==> config.mk <==
export PLATFORM = sky130hd
export DESIGN_NAME = websocket_frame_deframer_unit_flat
export DESIGN_NICKNAME = d
export VERILOG_FILES = /design/src/rtl/core/wsd_pkg.sv /design/src/rtl/core/wsd_req_if.sv /design/src/rtl/core/wsd_rsp_if.sv /design/src/rtl/core/websocket_frame_deframer_unit.sv /design/src/flat_wrapper.sv
export SDC_FILE = /design/constraint.sdc
export NUM_CORES = 1
export LEC_CHECK = 0
export BUFFER_PORTS_ARGS = -buffer_cell sky130_fd_sc_hd__buf_2
export CAP_MARGIN = 20
export CORE_MARGIN = 4
export CORE_UTILIZATION = 45
export DETAILED_ROUTE_END_ITERATION = 6
export HOLD_SLACK_MARGIN = 0.02
export PLACE_DENSITY_LB_ADDON = 0.12
export SLEW_MARGIN = 40
export SYNTH_ARGS = -nofsm -noshare
export SYNTH_HDL_FRONTEND = slang
export SYNTH_SLANG_ARGS = --single-unit
==> constraint.sdc <==
create_clock -name clock -period 6.8 [get_ports clock]
set_input_delay 0.34 -clock clock [delete_from_list [all_inputs] [get_ports clock]]
set_output_delay 0.34 -clock clock [all_outputs]
set_load 0.005 [all_outputs]
==> src/rtl/core/wsd_pkg.sv <==
package wsd_pkg;

   localparam int unsigned BYTE_W   = 8;
   localparam int unsigned LEN_W    = 16;
   localparam int unsigned OPCODE_W = 4;
   localparam int unsigned REPLY_W  = 2;
   localparam int unsigned STATUS_W = 2;

   // status codes
   localparam logic [STATUS_W-1:0] STATUS_OK     = 2'd0;
   localparam logic [STATUS_W-1:0] STATUS_PROTO  = 2'd1;
   localparam logic [STATUS_W-1:0] STATUS_LONG   = 2'd2;
   localparam logic [STATUS_W-1:0] STATUS_CLOSED = 2'd3;

   // reply requests
   localparam logic [REPLY_W-1:0] REPLY_NONE  = 2'd0;
   localparam logic [REPLY_W-1:0] REPLY_PONG  = 2'd1;
   localparam logic [REPLY_W-1:0] REPLY_CLOSE = 2'd2;

   // opcodes
   localparam logic [OPCODE_W-1:0] OP_CONT  = 4'd0;
   localparam logic [OPCODE_W-1:0] OP_TEXT  = 4'd1;
   localparam logic [OPCODE_W-1:0] OP_CLOSE = 4'd8;
   localparam logic [OPCODE_W-1:0] OP_PING  = 4'd9;
   localparam logic [OPCODE_W-1:0] OP_PONG  = 4'd10;

   // header fields
   localparam logic [BYTE_W-1:0] HDR_RSV_MASK  = 8'h70;
   localparam logic [6:0]        LEN_EXT16     = 7'd126;
   localparam logic [6:0]        LEN_EXT64     = 7'd127;
   localparam logic [LEN_W-1:0]  CTRL_MAX_LEN  = 16'd125;

   // register map
   localparam int unsigned        CSR_ADDR_W      = 3;
   localparam int unsigned        CSR_DATA_W      = 32;
   localparam logic               CSR_IDX_LIMIT   = 1'b0;
   localparam logic [LEN_W-1:0]   LIMIT_RESET     = 16'd4096;

   typedef struct packed {
      logic [BYTE_W-1:0]   payload_byte;
      logic                payload_valid;
      logic                payload_is_control;
      logic [LEN_W-1:0]    write_offset;
      logic                frame_end;
      logic                message_end;
      logic [LEN_W-1:0]    message_length;
      logic [REPLY_W-1:0]  reply_action;
      logic [STATUS_W-1:0] status;
   } result_type;

endpackage

==> src/rtl/core/wsd_req_if.sv <==
interface wsd_req_if import wsd_pkg::*; ();
   logic              valid;
   logic              ready;
   logic [BYTE_W-1:0] rx_byte;

   modport source (output valid, output rx_byte, input ready);
   modport sink   (input valid, input rx_byte, output ready);
endinterface

==> src/rtl/core/wsd_rsp_if.sv <==
interface wsd_rsp_if import wsd_pkg::*; ();
   logic                valid;
   logic                ready;
   logic [BYTE_W-1:0]   payload_byte;
   logic                payload_valid;
   logic                payload_is_control;
   logic [LEN_W-1:0]    write_offset;
   logic                frame_end;
   logic                message_end;
   logic [LEN_W-1:0]    message_length;
   logic [REPLY_W-1:0]  reply_action;
   logic [STATUS_W-1:0] status;

   modport source (
      output valid, output payload_byte, output payload_valid, output payload_is_control,
      output write_offset, output frame_end, output message_end, output message_length,
      output reply_action, output status, input ready
   );
   modport sink (
      input valid, input payload_byte, input payload_valid, input payload_is_control,
      input write_offset, input frame_end, input message_end, input message_length,
      input reply_action, input status, output ready
   );
endinterface

==> src/rtl/core/websocket_frame_deframer_unit.sv <==
// The response beat for an accepted request beat is registered: it appears in the cycle after the accept.
// Throughput: one byte per cycle; the parser state and the output register
// both update at the accepting edge, so the only stall is a full output register.
// Reset (synchronous, active high): parser waits for a first header byte,
// no message open, status ok, message limit 4096, output register empty.
module websocket_frame_deframer_unit import wsd_pkg::*; (
   input  logic                  clock,
   input  logic                  reset,
   wsd_req_if.sink               req,
   wsd_rsp_if.source             rsp,
   input  logic                  csr_psel,
   input  logic                  csr_penable,
   input  logic                  csr_pwrite,
   input  logic [CSR_ADDR_W-1:0] csr_paddr,
   input  logic [CSR_DATA_W-1:0] csr_pwdata,
   output logic [CSR_DATA_W-1:0] csr_prdata,
   output logic                  csr_pready
);

   // parser phases
   localparam logic [2:0] PH_HDR0  = 3'd0;
   localparam logic [2:0] PH_HDR1  = 3'd1;
   localparam logic [2:0] PH_EXTHI = 3'd2;
   localparam logic [2:0] PH_EXTLO = 3'd3;
   localparam logic [2:0] PH_DATA  = 3'd4;
   localparam logic [2:0] PH_STOP  = 3'd5;

   // parser state
   logic [2:0]          phase_ff,     phase_in;
   logic                final_ff,     final_in;
   logic [OPCODE_W-1:0] opcode_ff,    opcode_in;
   logic [LEN_W-1:0]    remaining_ff, remaining_in;
   logic [LEN_W-1:0]    offset_ff,    offset_in;
   logic [LEN_W-1:0]    used_ff,      used_in;
   logic                more_ff,      more_in;
   logic [STATUS_W-1:0] stop_ff,      stop_in;

   // configuration
   logic [LEN_W-1:0]    limit_ff;

   // output register
   logic                rsp_valid_ff;
   result_type          rsp_data_ff;
   result_type          res;

   logic                accept;
   logic                csr_write;
   logic [BYTE_W-1:0]   b;

   // frame start decisions, shared by the short and the 16-bit length paths
   logic [LEN_W-1:0]    len_sel;
   logic                is_ctrl;
   logic                ctrl_bad;
   logic                data_bad;
   logic [LEN_W-1:0]    used_base;
   logic [LEN_W:0]      used_sum;
   logic                too_long;

   // frame completion
   logic                finish;
   logic [LEN_W-1:0]    finish_used;

   //------------------------------------------------------------------
   // Configuration port: zero-wait APB, one register
   //------------------------------------------------------------------
   assign csr_pready = 1'b1;
   assign csr_write  = csr_psel && csr_penable && csr_pwrite && csr_pready;

   always_ff @(posedge clock) begin
      if (reset) begin
         limit_ff <= LIMIT_RESET;
      end else if (csr_write && (csr_paddr[2] == CSR_IDX_LIMIT)) begin
         limit_ff <= csr_pwdata[LEN_W-1:0];
      end
   end

   always_comb begin
      csr_prdata = '0;
      if (csr_paddr[2] == CSR_IDX_LIMIT) begin
         csr_prdata = {{(CSR_DATA_W-LEN_W){1'b0}}, limit_ff};
      end
   end

   //------------------------------------------------------------------
   // Handshake: take a new beat whenever the output register is free or
   // is being drained in this same cycle.
   //------------------------------------------------------------------
   assign req.ready = !rsp_valid_ff || rsp.ready;
   assign accept    = req.valid && req.ready;
   assign b         = req.rx_byte;

   //------------------------------------------------------------------
   // Frame start checks. Length comes from the second header byte or
   // from the high byte held over from the previous beat plus this one.
   //------------------------------------------------------------------
   always_comb begin
      if (phase_ff == PH_EXTLO) begin
         len_sel = {remaining_ff[15:8], b};
      end else begin
         len_sel = {{(LEN_W-7){1'b0}}, b[6:0]};
      end
      is_ctrl  = opcode_ff[3];
      ctrl_bad = !final_ff || (len_sel > CTRL_MAX_LEN) || (opcode_ff > OP_PONG)
                 || ((opcode_ff == OP_CLOSE) && (len_sel == 16'd1));
      if (opcode_ff == OP_TEXT) begin
         data_bad  = more_ff;
         used_base = '0;
      end else begin
         data_bad  = (opcode_ff != OP_CONT) || !more_ff;
         used_base = used_ff;
      end
      // a 17-bit sum covers both "already over" and "this frame pushes over"
      used_sum = {1'b0, used_base} + {1'b0, len_sel};
      too_long = used_sum > {1'b0, limit_ff};
   end

   //------------------------------------------------------------------
   // Byte step: next parser state and this beat's result
   //------------------------------------------------------------------
   always_comb begin
      phase_in     = phase_ff;
      final_in     = final_ff;
      opcode_in    = opcode_ff;
      remaining_in = remaining_ff;
      offset_in    = offset_ff;
      used_in      = used_ff;
      more_in      = more_ff;
      stop_in      = stop_ff;
      res          = '0;
      finish       = 1'b0;
      finish_used  = used_ff;

      if (stop_ff != STATUS_OK) begin
         // stopped: ignore the byte, repeat the stop code
         phase_in = PH_STOP;
      end else begin
         unique case (phase_ff) inside
            PH_HDR0: begin
               if ((b & HDR_RSV_MASK) != '0) begin
                  stop_in  = STATUS_PROTO;
                  phase_in = PH_STOP;
               end else begin
                  final_in  = b[7];
                  opcode_in = b[OPCODE_W-1:0];
                  phase_in  = PH_HDR1;
               end
            end
            PH_HDR1, PH_EXTLO: begin
               if ((phase_ff == PH_HDR1) && b[7]) begin
                  // masked frame from the server side
                  stop_in  = STATUS_PROTO;
                  phase_in = PH_STOP;
               end else if ((phase_ff == PH_HDR1) && (b[6:0] == LEN_EXT16)) begin
                  phase_in = PH_EXTHI;
               end else if ((phase_ff == PH_HDR1) && (b[6:0] == LEN_EXT64)) begin
                  stop_in  = STATUS_LONG;
                  phase_in = PH_STOP;
               end else if (is_ctrl && ctrl_bad) begin
                  stop_in  = STATUS_PROTO;
                  phase_in = PH_STOP;
               end else if (!is_ctrl && data_bad) begin
                  stop_in  = STATUS_PROTO;
                  phase_in = PH_STOP;
               end else if (!is_ctrl && too_long) begin
                  stop_in  = STATUS_LONG;
                  phase_in = PH_STOP;
               end else begin
                  if (!is_ctrl) begin
                     used_in = used_base;
                  end
                  remaining_in = len_sel;
                  offset_in    = '0;
                  if (len_sel == '0) begin
                     // empty frame ends on its last header byte
                     finish      = 1'b1;
                     finish_used = used_base;
                  end else begin
                     phase_in = PH_DATA;
                  end
               end
            end
            PH_EXTHI: begin
               remaining_in = {b, 8'h00};
               phase_in     = PH_EXTLO;
            end
            PH_DATA: begin
               res.payload_byte  = b;
               res.payload_valid = 1'b1;
               if (is_ctrl) begin
                  res.payload_is_control = 1'b1;
                  res.write_offset       = offset_ff;
               end else begin
                  res.write_offset = used_ff;
                  used_in          = used_ff + 16'd1;
               end
               offset_in    = offset_ff + 16'd1;
               remaining_in = remaining_ff - 16'd1;
               if (remaining_ff == 16'd1) begin
                  finish      = 1'b1;
                  finish_used = used_ff + 16'd1;
               end
            end
            default: begin
               phase_in = PH_HDR0;
            end
         endcase

         // frame completion: reply requests for control, message close-out for data
         if (finish) begin
            res.frame_end = 1'b1;
            phase_in      = PH_HDR0;
            if (is_ctrl) begin
               if (opcode_ff == OP_PING) begin
                  res.reply_action = REPLY_PONG;
               end else if (opcode_ff == OP_CLOSE) begin
                  res.reply_action = REPLY_CLOSE;
                  stop_in          = STATUS_CLOSED;
                  phase_in         = PH_STOP;
               end
            end else begin
               more_in = !final_ff;
               if (final_ff) begin
                  res.message_end    = 1'b1;
                  res.message_length = finish_used;
                  used_in            = '0;
               end
            end
         end
      end

      res.status = stop_in;
   end

   //------------------------------------------------------------------
   // State and output registers
   //------------------------------------------------------------------
   always_ff @(posedge clock) begin
      if (reset) begin
         phase_ff     <= PH_HDR0;
         final_ff     <= 1'b0;
         opcode_ff    <= '0;
         remaining_ff <= '0;
         offset_ff    <= '0;
         used_ff      <= '0;
         more_ff      <= 1'b0;
         stop_ff      <= STATUS_OK;
      end else if (accept) begin
         phase_ff     <= phase_in;
         final_ff     <= final_in;
         opcode_ff    <= opcode_in;
         remaining_ff <= remaining_in;
         offset_ff    <= offset_in;
         used_ff      <= used_in;
         more_ff      <= more_in;
         stop_ff      <= stop_in;
      end
   end

   always_ff @(posedge clock) begin
      if (reset) begin
         rsp_valid_ff <= 1'b0;
      end else if (accept) begin
         rsp_valid_ff <= 1'b1;
      end else if (rsp.ready) begin
         rsp_valid_ff <= 1'b0;
      end
   end

   // hold the payload while a beat waits downstream
   always_ff @(posedge clock) begin
      if (accept) begin
         rsp_data_ff <= res;
      end
   end

   assign rsp.valid              = rsp_valid_ff;
   assign rsp.payload_byte       = rsp_data_ff.payload_byte;
   assign rsp.payload_valid      = rsp_data_ff.payload_valid;
   assign rsp.payload_is_control = rsp_data_ff.payload_is_control;
   assign rsp.write_offset       = rsp_data_ff.write_offset;
   assign rsp.frame_end          = rsp_data_ff.frame_end;
   assign rsp.message_end        = rsp_data_ff.message_end;
   assign rsp.message_length     = rsp_data_ff.message_length;
   assign rsp.reply_action       = rsp_data_ff.reply_action;
   assign rsp.status             = rsp_data_ff.status;

endmodule

==> src/flat_wrapper.sv <==
// flat-port wrapper written by rule: the top's interface ports become plain ports
module websocket_frame_deframer_unit_flat import wsd_pkg::*;
  (clock, reset, csr_psel, csr_penable, csr_pwrite, csr_paddr, csr_pwdata, csr_prdata, csr_pready, req_valid, req_rx_byte, req_ready, rsp_valid, rsp_payload_byte, rsp_payload_valid, rsp_payload_is_control, rsp_write_offset, rsp_frame_end, rsp_message_end, rsp_message_length, rsp_reply_action, rsp_status, rsp_ready);
  wsd_req_if req_i ();
  wsd_rsp_if rsp_i ();
  input  logic clock;
  input  logic reset;
  input  logic csr_psel;
  input  logic csr_penable;
  input  logic csr_pwrite;
  input  logic [CSR_ADDR_W-1:0] csr_paddr;
  input  logic [CSR_DATA_W-1:0] csr_pwdata;
  output logic [CSR_DATA_W-1:0] csr_prdata;
  output logic csr_pready;
  input wire logic [$bits(req_i.valid)-1:0] req_valid;
  input wire logic [$bits(req_i.rx_byte)-1:0] req_rx_byte;
  output wire logic [$bits(req_i.ready)-1:0] req_ready;
  output wire logic [$bits(rsp_i.valid)-1:0] rsp_valid;
  output wire logic [$bits(rsp_i.payload_byte)-1:0] rsp_payload_byte;
  output wire logic [$bits(rsp_i.payload_valid)-1:0] rsp_payload_valid;
  output wire logic [$bits(rsp_i.payload_is_control)-1:0] rsp_payload_is_control;
  output wire logic [$bits(rsp_i.write_offset)-1:0] rsp_write_offset;
  output wire logic [$bits(rsp_i.frame_end)-1:0] rsp_frame_end;
  output wire logic [$bits(rsp_i.message_end)-1:0] rsp_message_end;
  output wire logic [$bits(rsp_i.message_length)-1:0] rsp_message_length;
  output wire logic [$bits(rsp_i.reply_action)-1:0] rsp_reply_action;
  output wire logic [$bits(rsp_i.status)-1:0] rsp_status;
  input wire logic [$bits(rsp_i.ready)-1:0] rsp_ready;
  assign req_i.valid = req_valid;
  assign req_i.rx_byte = req_rx_byte;
  assign req_ready = req_i.ready;
  assign rsp_valid = rsp_i.valid;
  assign rsp_payload_byte = rsp_i.payload_byte;
  assign rsp_payload_valid = rsp_i.payload_valid;
  assign rsp_payload_is_control = rsp_i.payload_is_control;
  assign rsp_write_offset = rsp_i.write_offset;
  assign rsp_frame_end = rsp_i.frame_end;
  assign rsp_message_end = rsp_i.message_end;
  assign rsp_message_length = rsp_i.message_length;
  assign rsp_reply_action = rsp_i.reply_action;
  assign rsp_status = rsp_i.status;
  assign rsp_i.ready = rsp_ready;
  websocket_frame_deframer_unit u_core (.clock(clock), .reset(reset), .req(req_i), .rsp(rsp_i), .csr_psel(csr_psel), .csr_penable(csr_penable), .csr_pwrite(csr_pwrite), .csr_paddr(csr_paddr), .csr_pwdata(csr_pwdata), .csr_prdata(csr_prdata), .csr_pready(csr_pready));
endmodule
======== Word-level counts from Yosys, hierarchy flattened ========
Cells that the tools add are included.
storage, ports and cells
  bits in registers ....................... 124
  input port bits ......................... 50
  word-level logic and storage cells ...... 180
cells by class
  bitwise gates (word level) .............. 7
  order comparisons ....................... 3
  eq/ne operators ......................... 19
  reductions and logical operators ........ 40
  muxes and demuxes ....................... 87
  $add $sub $neg .......................... 4
operators with widths
  cell                                                                              count
  16-bit two-way mux                                                                35
  16-bit one-hot mux with 2 select lines                                            3
  16-bit one-hot mux with 3 select lines                                            1
  3-bit two-way mux                                                                 13
  17-bit two-way mux                                                                2
  16-bit by 1-bit adder with 16-bit output, second input constant                   2
  16-bit by 1-bit equality test with 1-bit output, second input constant            2
  2-bit two-way mux                                                                 15
  20-bit two-way mux                                                                1
  18-bit two-way mux                                                                1
  9-bit AND reduction                                                               2
  16-bit by 16-bit adder with 17-bit output                                         1
  17-bit by 16-bit greater-than comparator with 1-bit output                        1
  16-bit by 7-bit greater-than comparator with 1-bit output, second input constant  1
  16-bit zero test                                                                  1
  16-bit by 1-bit subtractor with 16-bit output, second input constant              1
  7-bit equality test, second input constant                                        2
  1-bit two-way mux                                                                 13
  2-bit inequality test, second input constant                                      6
  3-bit one-hot mux with 4 select lines                                             1
  1-bit logical AND                                                                 11
  10-bit by 3-bit inequality test with 1-bit output, second input constant          1
  4-bit equality test, second input constant                                        2
  4-bit AND reduction                                                               2
  other kinds (21)                                                                  40

======== Logic depth before layout (Yosys ltp) ========
Gate-level depths: netlist (run 1).
  word-level depth ........................ 17
  mapped depth ............................ 28
  gate-level depth less buffers ........... 22

======== Worst setup path after synthesis (run 1) ========
Ideal clock, no wire load.
  path kind ............................... register -> register
  start point ............................. register u_core.opcode_ff[3]
  end point ............................... register u_core.rsp_data_ff, in the netlist u_core.rsp.message_length[12], data pin
  path slack .............................. 0.563 ns
  cell stages (with the launch flop) ...... 29
  period minus slack after synthesis ...... 6.237 ns
  path buffers ............................ 6
  arrival time ............................ 6.091 ns
  data required time ...................... 6.654 ns
  setup time .............................. 0.146 ns
  path through ............................ dfxtp_1 -> buf_6 -> or4b_4 -> buf_6 -> clkbuf_1 -> clkbuf_1 -> and2_1 -> ha_1 -> a21o_1 -> o2111ai_1 -> nand3_1 -> maj3_1 -> a211o_1 -> a22oi_1 -> nand2b_1 -> a21oi_1 -> xnor2_1 -> ha_1 -> nand4_1 -> nor4_1 -> a41oi_1 -> a211oi_1 -> nor3_1 -> o21a_1 -> or2_1 -> or3_1 -> buf_6 -> buf_6 -> a21oi_1
on the way
  longest elaborated chain between the ends .. 15
RTL lines
  item                                                        RTL line                              RTL
  from (decl)                                                 websocket_frame_deframer_unit.sv:31   logic [OPCODE_W-1:0] opcode_ff, opcode_in;
  from (signal assigned)                                      websocket_frame_deframer_unit.sv:250  opcode_ff <= opcode_in;
  4-bit by 1-bit equality test with 1-bit output              websocket_frame_deframer_unit.sv:105  if (opcode_ff == OP_TEXT) begin
  16-bit two-way mux                                          websocket_frame_deframer_unit.sv:105
  16-bit by 16-bit adder with 17-bit output                   websocket_frame_deframer_unit.sv:113  used_sum = {1'b0, used_base} + {1'b0, len_sel};
  17-bit by 16-bit greater-than comparator with 1-bit output  websocket_frame_deframer_unit.sv:114  too_long = used_sum > {1'b0, limit_ff};
  1-bit logical AND                                           websocket_frame_deframer_unit.sv:164  end else if (!is_ctrl && too_long) begin
  1-bit two-way mux                                           websocket_frame_deframer_unit.sv:164
  1-bit two-way mux                                           websocket_frame_deframer_unit.sv:161  end else if (!is_ctrl && data_bad) begin
  1-bit two-way mux                                           websocket_frame_deframer_unit.sv:158  end else if (is_ctrl && ctrl_bad) begin
  1-bit two-way mux                                           websocket_frame_deframer_unit.sv:155  end else if ((phase_ff == PH_HDR1) && (b[6:0] == LEN_EXT64)) begin
  1-bit two-way mux                                           websocket_frame_deframer_unit.sv:153  end else if ((phase_ff == PH_HDR1) && (b[6:0] == LEN_EXT16)) begin
  1-bit two-way mux                                           websocket_frame_deframer_unit.sv:149  if ((phase_ff == PH_HDR1) && b[7]) begin
  1-bit one-hot mux with 2 select lines                       websocket_frame_deframer_unit.sv:137  unique case (phase_ff) inside
  1-bit two-way mux                                           websocket_frame_deframer_unit.sv:133  if (stop_ff != STATUS_OK) begin
  1-bit inverter (no line)                                    n/a
  4-bit OR reduction (no line)                                n/a
  to (signal assigned)                                        websocket_frame_deframer_unit.sv:272  rsp_data_ff <= res;
  to (decl)                                                   websocket_frame_deframer_unit.sv:43   result_type rsp_data_ff;
Parallel ways exist; a longest one is shown, timed or not. The select of a mux whose other input is x is not followed.
A chain may end at the register's enable or synchronous reset.

======== Final worst setup path (run 1) ========
  start point ............................. register u_core.opcode_ff[0]
  end point ............................... register u_core.used_ff[14]
on the way
  longest elaborated chain between the ends .. 15
RTL lines
  item                                                        RTL line                              RTL
  4-bit by 1-bit equality test with 1-bit output              websocket_frame_deframer_unit.sv:105
  16-bit two-way mux                                          websocket_frame_deframer_unit.sv:105
  16-bit by 16-bit adder with 17-bit output                   websocket_frame_deframer_unit.sv:113
  17-bit by 16-bit greater-than comparator with 1-bit output  websocket_frame_deframer_unit.sv:114
  1-bit logical AND                                           websocket_frame_deframer_unit.sv:164
  16-bit two-way mux                                          websocket_frame_deframer_unit.sv:164
  16-bit two-way mux                                          websocket_frame_deframer_unit.sv:161
  16-bit two-way mux                                          websocket_frame_deframer_unit.sv:158
  16-bit two-way mux                                          websocket_frame_deframer_unit.sv:155
  16-bit two-way mux                                          websocket_frame_deframer_unit.sv:153
  16-bit two-way mux                                          websocket_frame_deframer_unit.sv:149
  16-bit one-hot mux with 2 select lines                      websocket_frame_deframer_unit.sv:137
  16-bit two-way mux                                          websocket_frame_deframer_unit.sv:222  if (final_ff) begin
  16-bit two-way mux                                          websocket_frame_deframer_unit.sv:212  if (is_ctrl) begin
  16-bit two-way mux (*)                                      websocket_frame_deframer_unit.sv:209  if (finish) begin
  to (signal assigned)                                        websocket_frame_deframer_unit.sv:253  used_ff <= used_in;
  to (decl)                                                   websocket_frame_deframer_unit.sv:34   logic [LEN_W-1:0] used_ff, used_in;
Every way passes the cells marked *; elsewhere a longest branch is shown, timed or not. The select of a mux whose other input is x is not followed.

==> qor.log, run 1 <==
INFO  outcome        run_status=finished, final reports clean
INFO  cells_and_area leading_cell_types_in_the_layout_fill_and_taps_excluded=sky130_fd_sc_hd__nor2_1 (116), sky130_fd_sc_hd__a21oi_1 (98), sky130_fd_sc_hd__buf_2 (97)
INFO  cells_and_area flow.area_growth_from_synthesis=15.4%
INFO  clock_tree     root_buffer=sky130_fd_sc_hd__clkbuf_16
INFO  synthesis      netlist_area=8130um^2
INFO  cells_and_area layout.cells.most_common=sky130_fd_sc_hd__nor2_1
INFO  global_route   antenna_found_initial=0
INFO  clock_tree     cts_tree=done
INFO  hold_path      worst_hold_path_type=primary input to register
INFO  global_route   grt_util_all_layers=22.3%
INFO  clock_tree     buffers_inserted_by_post_cts_timing_repair=0
INFO  hold_path      hold-path-endpoint=u_core.limit_ff[12]
INFO  timing         final.setup.tns=0ns
INFO  timing         clock.fmax=155MHz
INFO  clock_tree     maximum_clock_insertion_buffer_count=2
INFO  global_route   via_count_of_the_first_global_routing_pass=6777
INFO  timing         finalMaxSlewViolations=0
INFO  timing         worst-slew-pin-transition=0.809ns
INFO  route          wl_met3=1550um
INFO  synthesis      synth.ff_latch_count=124
INFO  clock_tree     numClockSinks=124
INFO  power          vdd.ir_drop.worst=0.000167V
INFO  route          met1_length=10800um
INFO  global_route   grt_pass1_wl=36400um
INFO  critical_path  required=7.12ns
INFO  placed_design  hpwl_dp=16100um
INFO  clock_tree     ctsHtreeMaxLevel=4
INFO  synthesis      synth.largest_area_cell=sky130_fd_sc_hd__dfxtp_1
INFO  route          drt_wl_total=22600um
INFO  critical_path  crit_path_start_kind=register
INFO  floorplanning  floorplan.rows=48
INFO  critical_path  worst_r2r_startpoint=u_core.opcode_ff[0]
INFO  synthesis      ys_types=76
INFO  critical_path  worstPathArrival=6.77ns
INFO  placed_design  io_buffer_count=97
INFO  floorplanning  boundaryPins=133
INFO  cells_and_area layout_cell_share_with_drive_strength_beyond_1=16.8%
INFO  clock_tree     clkLatencyLatePin=0.43ns
INFO  hold_path      min_from=csr_pwdata[12]
INFO  synthesis      synth_sequential_area_ratio=36.5%
INFO  power          static-leakage-power=3.84nW
INFO  timing         hold_violations=0
INFO  route          met2_length=9820um
INFO  route          total_number_of_vias=7458
INFO  hold_path      holdPathStages=3
INFO  clock_tree     clk_pin_slew_worst_paths=0.06ns
INFO  floorplanning  effective_utilization_at_floorplan=46.5%
INFO  timing         rsz0062_at_grt=no
INFO  route          drt_iter0_markers=638
INFO  route          drt_first_pass_iters=5
INFO  global_route   globalRouteOverflowTotal=0
INFO  global_route   grt_max_degree=52
INFO  synthesis      synth_enable_flop_cells=48
INFO  route          maxUsedRoutingLayer=met4
INFO  floorplanning  die_w=142um
INFO  synthesis      async_reset_ff_share=0%
INFO  synthesis      synthTopCellsByArea=sky130_fd_sc_hd__dfxtp_1 (19%), sky130_fd_sc_hd__edfxtp_1 (18%), sky130_fd_sc_hd__a21oi_1 (6.1%)
INFO  synthesis      netlist.area_leader.share=18.7%
INFO  timing         final_critical_path_required_period=6.45ns
INFO  floorplanning  core=17500um^2
INFO  route          drt.antenna.violating_nets=0
INFO  critical_path  critical_path_peak_fanout=8
INFO  synthesis      post_synth.cell_area_avg=8.27um^2
INFO  power          final_total_power=2.09mW
INFO  timing         timing.final.setup_violations=0
INFO  clock_tree     numCtsBuffers=17
INFO  critical_path  timing.critical_path.to_type=register
INFO  synthesis      synthesis.instances=983
INFO  floorplanning  design.die.area=20300um^2
INFO  critical_path  rrSetupSlack=0.35ns
INFO  run            drv_cap=0
INFO  critical_path  worstRegToRegCells=23
INFO  route          wl_per_cell=17.5um
INFO  floorplanning  fp.dieH=142um
INFO  synthesis      ys.warnings.count=0
INFO  timing         worst_skew=0.00807ns
INFO  timing         finalCritPeriodShare=94.9%
INFO  synthesis      synth_top_flop_cell=sky130_fd_sc_hd__dfxtp_1
INFO  timing         max_slew_headroom_at_the_worst_pin=45.9%
INFO  power          power-per-cell-area=223nW/um^2
INFO  cells_and_area antenna-diode-count=0
INFO  route          via_per_inst=5.77
INFO  critical_path  critical_path_class=register to register
INFO  route          remaining_routing_drc_violations=0
INFO  placed_design  gp_congestion=0.874
INFO  critical_path  timing.rr.end=u_core.used_ff[14]
INFO  cells_and_area finish.net_count=1136
[synthesized netlist by cell type (13+ instances only)]
| library cell | instances |
|---|---|
| sky130_fd_sc_hd__nor2_1 | 117 |
| sky130_fd_sc_hd__a21oi_1 | 99 |
| sky130_fd_sc_hd__nand2_1 | 81 |
| sky130_fd_sc_hd__dfxtp_1 | 76 |
| sky130_fd_sc_hd__clkbuf_1 | 52 |
| sky130_fd_sc_hd__edfxtp_1 | 48 |
| sky130_fd_sc_hd__o21ai_0 | 45 |
| sky130_fd_sc_hd__mux2i_1 | 38 |
| sky130_fd_sc_hd__inv_1 | 33 |
| sky130_fd_sc_hd__ha_1 | 31 |
| sky130_fd_sc_hd__and2_1 | 28 |
| sky130_fd_sc_hd__and3_1 | 26 |
| sky130_fd_sc_hd__nand3_1 | 26 |
| sky130_fd_sc_hd__xor2_1 | 22 |
| sky130_fd_sc_hd__or3_1 | 20 |
| sky130_fd_sc_hd__nor3_1 | 19 |
| sky130_fd_sc_hd__buf_4 | 17 |
| sky130_fd_sc_hd__a211oi_1 | 15 |
| sky130_fd_sc_hd__a21o_1 | 15 |
| sky130_fd_sc_hd__xnor2_1 | 13 |
[state kept, by name, indices dropped and copies added (netlist names), 2 cells and up]
signal,cells
u_core.phase_ff,3
u_core.rsp.write_offset,16
u_core.remaining_ff,16
u_core.offset_ff,16
u_core.used_ff,16
u_core.limit_ff,16
u_core.rsp.payload_byte,8
u_core.rsp.message_length,16
u_core.opcode_ff,4
u_core.rsp.reply_action,2
u_core.rsp.status,2
u_core.stop_ff,2
[repair_timing]
item,CTS,global route
setup endpoints to repair,0,45
resized for setup,0,4
hold buffers,0,0
[where the power goes]
| part | total [mW] | internal, mW | switching, mW |
|---|---|---|---|
| Sequential | 0.815 | 0.799 | 0.0159 |
| Clock | 0.984 | 0.625 | 0.359 |
| Combinational | 0.288 | 0.103 | 0.184 |
| Total | 2.09 | 1.53 | 0.559 |
[critical path: stages (launching register included)]
cell	delay [ns]
sky130_fd_sc_hd__dfxtp_1	0.47
sky130_fd_sc_hd__or4b_4	0.54
sky130_fd_sc_hd__and2_1	0.19
sky130_fd_sc_hd__ha_1	0.21
sky130_fd_sc_hd__fa_1	0.45
sky130_fd_sc_hd__maj3_1	0.42
sky130_fd_sc_hd__o2bb2ai_1	0.17
sky130_fd_sc_hd__a221oi_4	0.32
sky130_fd_sc_hd__o31ai_1	0.13
sky130_fd_sc_hd__a21oi_1	0.24
sky130_fd_sc_hd__o21bai_1	0.10
sky130_fd_sc_hd__a21oi_1	0.18
sky130_fd_sc_hd__xnor2_1	0.09
sky130_fd_sc_hd__ha_1	0.30
sky130_fd_sc_hd__nand2_1	0.08
sky130_fd_sc_hd__nor4_2	0.37
sky130_fd_sc_hd__a41oi_1	0.22
sky130_fd_sc_hd__a211oi_1	0.32
sky130_fd_sc_hd__buf_4	0.17
sky130_fd_sc_hd__a2bb2oi_1	0.50
sky130_fd_sc_hd__nand3_1	0.19
sky130_fd_sc_hd__a21o_1	0.25
sky130_fd_sc_hd__nor2b_1	0.21
sky130_fd_sc_hd__a21o_1	0.21
[layout make-up]
cell class                      instances  area (um^2)
Timing Repair Buffer                  119          651
Tap cell                              225          282
Fill cell                            1669         8100
Clock buffer                           19          443
Multi-Input combinational cell        757         4720
Inverter                               35          131
Sequential cell                       124         2960
Clock inverter                         13          189
[how the worst max path moves through the flow]
stage	slack, ns	cells after the start	from	to
floorplan	0.56	28	u_core.opcode_ff[3]	u_core.rsp.message_length[12]
global route	0.05	24	u_core.opcode_ff[0]	u_core.used_ff[14]
CTS	0.03	23	u_core.opcode_ff[0]	u_core.offset_ff[7]
finish	0.35	23	u_core.opcode_ff[0]	u_core.used_ff[14]
global placement	0.24	23	u_core.opcode_ff[0]	u_core.offset_ff[15]
detailed placement	0.06	23	u_core.opcode_ff[0]	u_core.offset_ff[7]
[layer usage]
layer | GRT usage [%] | vias to the layer above
li1 | - | 3640
met1 | 32.5 | 3508
met2 | 33.6 | 280
met3 | 5.07 | 30
met4 | 5.75 | 0
met5 | 0 | -
[cells by family after synthesis]
kind of cell    Yosys count  synth area share [%]
buf+inv                 117                  6.65
mux                      38                  4.68
simple gates            377                  23.1
xor+xnor                 35                  3.77
other cells               2                0.0924
compound gates          253                  19.6
fa+ha+maj                37                  5.63
flops                   124                  36.5
[per-stage QoR]
step           util (%)  instance area (um^2)  instances  hold slack, ns  setup WS, ns
4_1_cts            53.5                  9350       1292           0.136        0.0279
3_5_place_dp       49.9                  8710       1260           0.447        0.0614
6_report           53.7                  9380       1292           0.143         0.348
5_1_grt            53.7                  9380       1292           0.136        0.0527
2_1_floorplan         -                  8180        998           0.436         0.563
3_3_place_gp       49.9                  8710       1260           0.443         0.245
No activity file was read; power rests on OpenSTA's default activity.
==> run 2, diff against run 1 <==
- BUFFER_PORTS_ARGS: -buffer_cell sky130_fd_sc_hd__buf_2 -> default
- CTS_CLUSTER_SIZE: default -> 30
- DONT_BUFFER_PORTS: default -> 1
==> qor.log, run 2 (synthesis gave the netlist of run 1 again) <==
INFO  outcome        run_status=finished, final reports clean
INFO  timing         final.setup.tns=0ns
INFO  cells_and_area finish.net_count=1039
INFO  critical_path  crit_path_start_kind=register
INFO  placed_design  post-place-cells=1161
INFO  route          via_per_inst=5.90
INFO  cells_and_area finalNonFillerCells=1195
INFO  critical_path  required=7.11ns
INFO  critical_path  critical_path_peak_fanout=7
INFO  timing         worst-slew-pin-transition=0.810ns
INFO  critical_path  timing.critical_path.slowest_cell_delay=0.60ns
INFO  timing         clock.fmax=157MHz
INFO  cells_and_area flow.area_growth_from_synthesis=9.70%
INFO  critical_path  path_buf_inv=1
INFO  critical_path  path_cells=or4b_4 > and2_1 > ha_1 > a21o_1 > buf_4 > nand3_1 > nand3_1 > maj3_1 > a211o_1 > a22oi_1 > nand2b_1 > a21oi_1 > xnor2_1 > ha_1 > nand4_1 > nor4_1 > a41oi_1 > a211oi_2 > a2bb2oi_1 > nand3_1 > a21o_1 > nor2b_1 > a21o_1
INFO  timing         timing.final.setup_violations=0
INFO  clock_tree     root_buffer=sky130_fd_sc_hd__clkbuf_16
INFO  placed_design  hpwl_dp=16100um
INFO  cells_and_area leading_cell_types_in_the_layout_fill_and_taps_excluded=sky130_fd_sc_hd__nor2_1 (115), sky130_fd_sc_hd__a21oi_1 (99), sky130_fd_sc_hd__nand2_1 (81)
INFO  hold_path      worst_hold_path_type=primary input to register
INFO  power          power-per-cell-area=231nW/um^2
INFO  critical_path  timing.critical_path.to_type=register
INFO  global_route   antenna_found_initial=0
INFO  clock_tree     cts_tree=done
INFO  route          remaining_routing_drc_violations=0
INFO  global_route   via_count_of_the_first_global_routing_pass=6440
INFO  floorplanning  fp.dieH=142um
INFO  floorplanning  die_w=142um
INFO  floorplanning  core=17500um^2
INFO  cells_and_area layout.core_utilization=51.0%
INFO  critical_path  worstPathArrival=6.66ns
INFO  floorplanning  floorplan.rows=48
INFO  route          drt_iter0_markers=722
INFO  cells_and_area layout_cell_share_with_drive_strength_beyond_1=8.25%
INFO  route          wl_per_cell=19.2um
INFO  timing         max_slew_headroom_at_the_worst_pin=45.9%
INFO  timing         worst_skew=0.0105ns
INFO  global_route   grtUsageMet1=33.5%
INFO  clock_tree     numCtsBuffers=17
INFO  global_route   grt_pass1_wl=36200um
INFO  cells_and_area layout.cells.most_common=sky130_fd_sc_hd__nor2_1
INFO  clock_tree     ctsHtreeMaxLevel=4
INFO  critical_path  critical_path_class=register to register
INFO  global_route   layer_with_the_highest_usage=met1
INFO  floorplanning  effective_utilization_at_floorplan=46.5%
INFO  route          total_number_of_vias=7050
INFO  clock_tree     clkLatencyLatePin=0.42ns
INFO  global_route   grt_util_met2=33.0%
INFO  global_route   grt_max_degree=52
INFO  critical_path  crit_path_top_delay_cell=sky130_fd_sc_hd__or4b_4
INFO  placed_design  io_buffer_count=0
INFO  route          drt_first_pass_iters=5
INFO  route          drt.antenna.violating_nets=0
INFO  clock_tree     maximum_clock_insertion_buffer_count=2
INFO  route          drt_wl_total=23000um
INFO  timing         hold_violations=0
INFO  clock_tree     buffers_inserted_by_post_cts_timing_repair=0
INFO  placed_design  gp_congestion=0.865
INFO  critical_path  crit_family=compound AO/OA/AOI/OAI gates
INFO  global_route   met3_track_demand_over_resource=4.10%
INFO  cells_and_area antenna-diode-count=0
INFO  clock_tree     clk_pin_slew_worst_paths=0.06ns
INFO  timing         finalCritPeriodShare=93.4%
INFO  timing         finalMaxSlewViolations=0
INFO  run            drv_cap=0
INFO  global_route   grt_util_all_layers=22.5%
INFO  floorplanning  boundaryPins=133
INFO  power          static-leakage-power=3.43nW
INFO  timing         rsz0062_at_grt=no
INFO  floorplanning  design.die.area=20300um^2
INFO  power          vdd.ir_drop.worst=0.000150V
INFO  clock_tree     numClockSinks=124
INFO  global_route   globalRouteOverflowTotal=0
INFO  timing         final_critical_path_required_period=6.35ns
==> run 2: cell types whose count changed in the layout (fill, tap and decap cells not counted), moves of 2 or more <==
| cell | previous run | this run |
|---|---|---|
| sky130_fd_sc_hd__buf_4 | 22 | 19 |
| sky130_fd_sc_hd__clkinvlp_4 | 2 | 0 |
| sky130_fd_sc_hd__buf_2 | 97 | 0 |
| sky130_fd_sc_hd__buf_12 | 0 | 2 |
| sky130_fd_sc_hd__clkinv_4 | 3 | 5 |
==> run 2: worst register-to-register path: stages (launching register included) <==
cell and delay [ns]:
sky130_fd_sc_hd__dfxtp_1 0.37, sky130_fd_sc_hd__or4b_4 0.60, sky130_fd_sc_hd__and2_1 0.22, sky130_fd_sc_hd__ha_1 0.27, sky130_fd_sc_hd__a21o_1 0.17, sky130_fd_sc_hd__buf_4 0.16
sky130_fd_sc_hd__nand3_1 0.08, sky130_fd_sc_hd__nand3_1 0.10, sky130_fd_sc_hd__maj3_1 0.42, sky130_fd_sc_hd__a211o_1 0.37, sky130_fd_sc_hd__a22oi_1 0.26, sky130_fd_sc_hd__nand2b_1 0.08
sky130_fd_sc_hd__a21oi_1 0.19, sky130_fd_sc_hd__xnor2_1 0.11, sky130_fd_sc_hd__ha_1 0.30, sky130_fd_sc_hd__nand4_1 0.12, sky130_fd_sc_hd__nor4_1 0.44, sky130_fd_sc_hd__a41oi_1 0.25
sky130_fd_sc_hd__a211oi_2 0.35, sky130_fd_sc_hd__a2bb2oi_1 0.55, sky130_fd_sc_hd__nand3_1 0.18, sky130_fd_sc_hd__a21o_1 0.24, sky130_fd_sc_hd__nor2b_1 0.20, sky130_fd_sc_hd__a21o_1 0.21
==> run 2: repair_timing <==
action                                  4_1_cts  5_1_grt
endpoints found under the setup margin        0       46
hold endpoints to repair                     40        0
gates resized for setup                       0        4
hold buffers                                  2        0
==> run 2: area by class of cell <==
| cell class | count | area [um^2] |
|---|---|---|
| clock buffer | 19 | 443 |
| clock inverter | 13 | 191 |
| fill | 1717 | 8560 |
| inverter | 35 | 131 |
| multi-input combinational | 757 | 4710 |
| sequential | 124 | 2960 |
| tap | 225 | 282 |
| timing repair buffer | 22 | 193 |
==> run 2: final timing paths <==
| kind | end | cells after the start | slack, ns | startpoint |
|---|---|---|---|---|
| max | u_core.used_ff[13] | 23 | 0.45 | u_core.opcode_ff[1] |
| min | u_core.rsp.valid | 2 | 0.05 | req_valid |
| max reg2reg | u_core.used_ff[13] | 23 | 0.45 | u_core.opcode_ff[1] |
| min reg2reg | u_core.limit_ff[15] | 2 | 0.45 | u_core.limit_ff[15] |
==> run 2: metrics by stage <==
step	area (um^2)	power [mW]	hold WS [ns]	setup slack (ns)
2_1_floorplan	8180	1.03	0.436	0.563
3_3_place_gp	8230	1.07	0.422	0.189
3_5_place_dp	8230	1.08	0.424	0.0766
4_1_cts	8890	2.07	0.0357	0.0343
5_1_grt	8920	2.13	0.0462	0.0363
6_report	8920	2.06	0.0458	0.447
==> run 2: where the power goes <==
part / leakage [nW] / internal [mW] / switching [mW] / total, mW
clock: 0.312 / 0.627 / 0.365 / 0.992
combinational: 2.03 / 0.0891 / 0.161 / 0.250
sequential: 1.09 / 0.799 / 0.0203 / 0.820
==> run 2: metal layers <==
metal,wire length (um),vias up
met5,0,-
met4,433,0
met3,1420,32
met2,9990,257
met1,11100,3310
li1,-,3451
==> run 3, diff against run 2 <==
- CELL_PAD_IN_SITES_DETAIL_PLACEMENT: default -> 2
- CELL_PAD_IN_SITES_GLOBAL_PLACEMENT: default -> 2
- CORE_UTILIZATION: 45 -> 38
==> qor.log, run 3 (synthesis gave the netlist of run 1 again) <==
INFO  outcome        run_status=finished, final reports clean
INFO  global_route   grt_util_all_layers=25.1%
INFO  power          static-leakage-power=3.44nW
INFO  clock_tree     numClockSinks=124
INFO  floorplanning  floorplan.rows=53
INFO  global_route   grtUsageMet1=32.2%
INFO  cells_and_area flow.area_growth_from_synthesis=10.6%
INFO  clock_tree     root_buffer=sky130_fd_sc_hd__clkbuf_16
INFO  critical_path  worstRegToRegCells=24
INFO  placed_design  post-place-cells=1213
INFO  cells_and_area layout_cell_share_with_drive_strength_beyond_1=8.44%
INFO  clock_tree     maximum_clock_insertion_buffer_count=2
INFO  global_route   layer_with_the_highest_usage=met2
INFO  placed_design  io_buffer_count=0
INFO  cells_and_area layout.cells.most_common=sky130_fd_sc_hd__nor2_1
INFO  timing         finalCritPeriodShare=94.4%
INFO  timing         timing.hold.ws=0.0433ns
INFO  placed_design  gp_congestion=0.862
INFO  floorplanning  die_w=154um
INFO  critical_path  critical_path_class=register to register
INFO  critical_path  critical_path_capture_point=u_core.rsp.message_length[5]
INFO  cells_and_area multi_input_gate_area_in_the_final_layout=4720um^2
INFO  clock_tree     clkLatencyLatePin=0.44ns
INFO  route          total_number_of_vias=7518
INFO  timing         finalMaxSlewViolations=0
INFO  global_route   antenna_found_initial=0
INFO  hold_path      min_from=req_valid
INFO  floorplanning  design.die.area=23800um^2
INFO  clock_tree     clk_pin_slew_worst_paths=0.06ns
INFO  global_route   grt_max_degree=53
INFO  route          remaining_routing_drc_violations=0
INFO  timing         max_slew_headroom_at_the_worst_pin=50.7%
INFO  timing         clock.fmax=156MHz
INFO  route          drt_wl_total=30200um
INFO  power          share_seq_of_total_power=39.6%
INFO  clock_tree     buffers_inserted_by_post_cts_timing_repair=0
INFO  global_route   via_count_of_the_first_global_routing_pass=8190
INFO  timing         final_critical_path_required_period=6.42ns
INFO  floorplanning  boundaryPins=133
INFO  critical_path  timing.rr.end=u_core.rsp.message_length[5]
INFO  timing         hold_violations=0
INFO  cells_and_area final-seq-area=2960um^2
INFO  critical_path  required=7.07ns
INFO  run            drv_cap=0
INFO  critical_path  critical_path_peak_fanout=17
INFO  clock_tree     ctsHtreeMaxLevel=4
INFO  cells_and_area filler_cell_count=2354
INFO  cells_and_area finalNonFillerCells=1246
INFO  timing         final.setup.tns=0ns
INFO  hold_path      worst_hold_path_type=primary input to register
INFO  critical_path  worstPathArrival=6.69ns
INFO  floorplanning  core=21000um^2
INFO  power          pwr-share-clk=47.6%
INFO  global_route   met3_track_demand_over_resource=4.22%
INFO  global_route   globalRouteOverflowTotal=0
INFO  cells_and_area leading_cell_types_in_the_layout_fill_and_taps_excluded=sky130_fd_sc_hd__nor2_1 (116), sky130_fd_sc_hd__a21oi_1 (99), sky130_fd_sc_hd__nand2_1 (80)
INFO  power          power.share.switching=28.6%
INFO  placed_design  hpwl_dp=21500um
INFO  power          power-per-cell-area=231nW/um^2
INFO  floorplanning  effective_utilization_at_floorplan=38.7%
INFO  power          cellInternalPower=1.48mW
INFO  critical_path  cp-startpoint=u_core.opcode_ff[1]
INFO  cells_and_area antenna-diode-count=0
INFO  global_route   grt_pass1_wl=47500um
INFO  floorplanning  fp.dieH=154um
INFO  route          drt_iter0_markers=380
INFO  clock_tree     numCtsBuffers=17
INFO  cells_and_area finish.net_count=1040
INFO  route          drt_first_pass_iters=5
INFO  power          total_switching_power=594uW
INFO  route          via_per_inst=6.03
INFO  route          drt.antenna.violating_nets=0
INFO  timing         timing.final.setup_violations=0
INFO  timing         worst_skew=0.0140ns
INFO  power          vdd.ir_drop.worst=0.000167V
INFO  critical_path  timing.critical_path.to_type=register
INFO  power          power_frac_comb=12.8%
INFO  critical_path  rrSetupSlack=0.38ns
INFO  timing         worst-slew-pin-transition=0.739ns
INFO  critical_path  worst_r2r_startpoint=u_core.opcode_ff[1]
INFO  route          wl_per_cell=24.3um
INFO  clock_tree     cts_tree=done
INFO  critical_path  crit_path_start_kind=register
INFO  global_route   grt_util_met2=43.3%
==> run 3: cell count changes in the layout (fill, tap and decap cells not counted), sizes merged <==
| cell | change |
|---|---|
| inv | +5 |
| buf | +2 |
| bufinv | -2 |
| clkbuf | +1 |
| dlygate4sd3 | -1 |
| clkinv | -4 |
==> run 3: power groups by stage <==
stage	Combinational (mW)	Clock [mW]	Sequential [mW]
finish	0.266	0.988	0.823
global route	0.295	1.04	0.826
CTS	0.264	0.997	0.824
detailed placement	0.254	0	0.840
global placement	0.240	0	0.837
floorplan	0.201	0	0.829
==> run 3: timing repair <==
action | 4_1_cts | 5_1_grt
gates resized for setup | 0 | 4
hold buffers | 1 | 0
setup endpoints to repair | 0 | 52
endpoints found under the hold margin | 41 | 0
==> run 3: worst min path at each step <==
stage | to | slack (ns) | depth (start not counted)
6_report | u_core.rsp.valid | 0.04 | 2
5_1_grt | u_core.limit_ff[4] | 0.04 | 2
4_1_cts | u_core.rsp.valid | 0.03 | 2
3_5_place_dp | u_core.phase_ff[1] | 0.43 | 1
3_3_place_gp | u_core.more_ff | 0.42 | 1
2_1_floorplan | u_core.remaining_ff[4] | 0.44 | 2
==> run 3: through the flow <==
step	area, um^2	total power, mW	setup slack (ns)	util, %
2_1_floorplan	8180	1.03	0.563	-
3_3_place_gp	8300	1.08	0.485	39.5
3_5_place_dp	8300	1.09	0.240	39.5
4_1_cts	8950	2.09	0.136	42.6
5_1_grt	8990	2.16	-0.0147	42.7
6_report	8990	2.08	0.381	42.7
==> run 3: area by class of cell <==
type                       count  area share, %
clock inverter                12           1.64
clock buffer                  20           5.33
tap                          275           3.83
sequential                   124           33.0
timing repair buffer          23           2.20
multi-input combinational    757           52.6
inverter                      35           1.46
==> run 3: worst max-delay path: stages, from the launching register on <==
cell,delay (ns)
sky130_fd_sc_hd__dfxtp_1,0.39
sky130_fd_sc_hd__or4b_4,0.57
sky130_fd_sc_hd__and2_1,0.22
sky130_fd_sc_hd__ha_1,0.29
sky130_fd_sc_hd__a21o_1,0.25
sky130_fd_sc_hd__o2111ai_1,0.25
sky130_fd_sc_hd__nand3_1,0.11
sky130_fd_sc_hd__maj3_1,0.42
sky130_fd_sc_hd__a211o_1,0.38
sky130_fd_sc_hd__a22oi_2,0.24
sky130_fd_sc_hd__nand2b_1,0.09
sky130_fd_sc_hd__a21oi_1,0.20
sky130_fd_sc_hd__xnor2_1,0.10
sky130_fd_sc_hd__ha_1,0.30
sky130_fd_sc_hd__nand4_1,0.20
sky130_fd_sc_hd__nor4_4,0.33
sky130_fd_sc_hd__a41oi_1,0.20
sky130_fd_sc_hd__a211oi_1,0.26
sky130_fd_sc_hd__buf_4,0.17
sky130_fd_sc_hd__nor3_1,0.08
sky130_fd_sc_hd__o21a_1,0.22
sky130_fd_sc_hd__or2_1,0.25
sky130_fd_sc_hd__or3_1,0.33
sky130_fd_sc_hd__buf_4,0.22
sky130_fd_sc_hd__a21oi_1,0.18
==> run 3: routing by layer <==
metal / share of wire, % / up-vias
met5: 0 / -
met3: 4.4 / 43
met4: 2.4 / 0
met2: 49 / 182
met1: 44 / 3837
li1: - / 3456
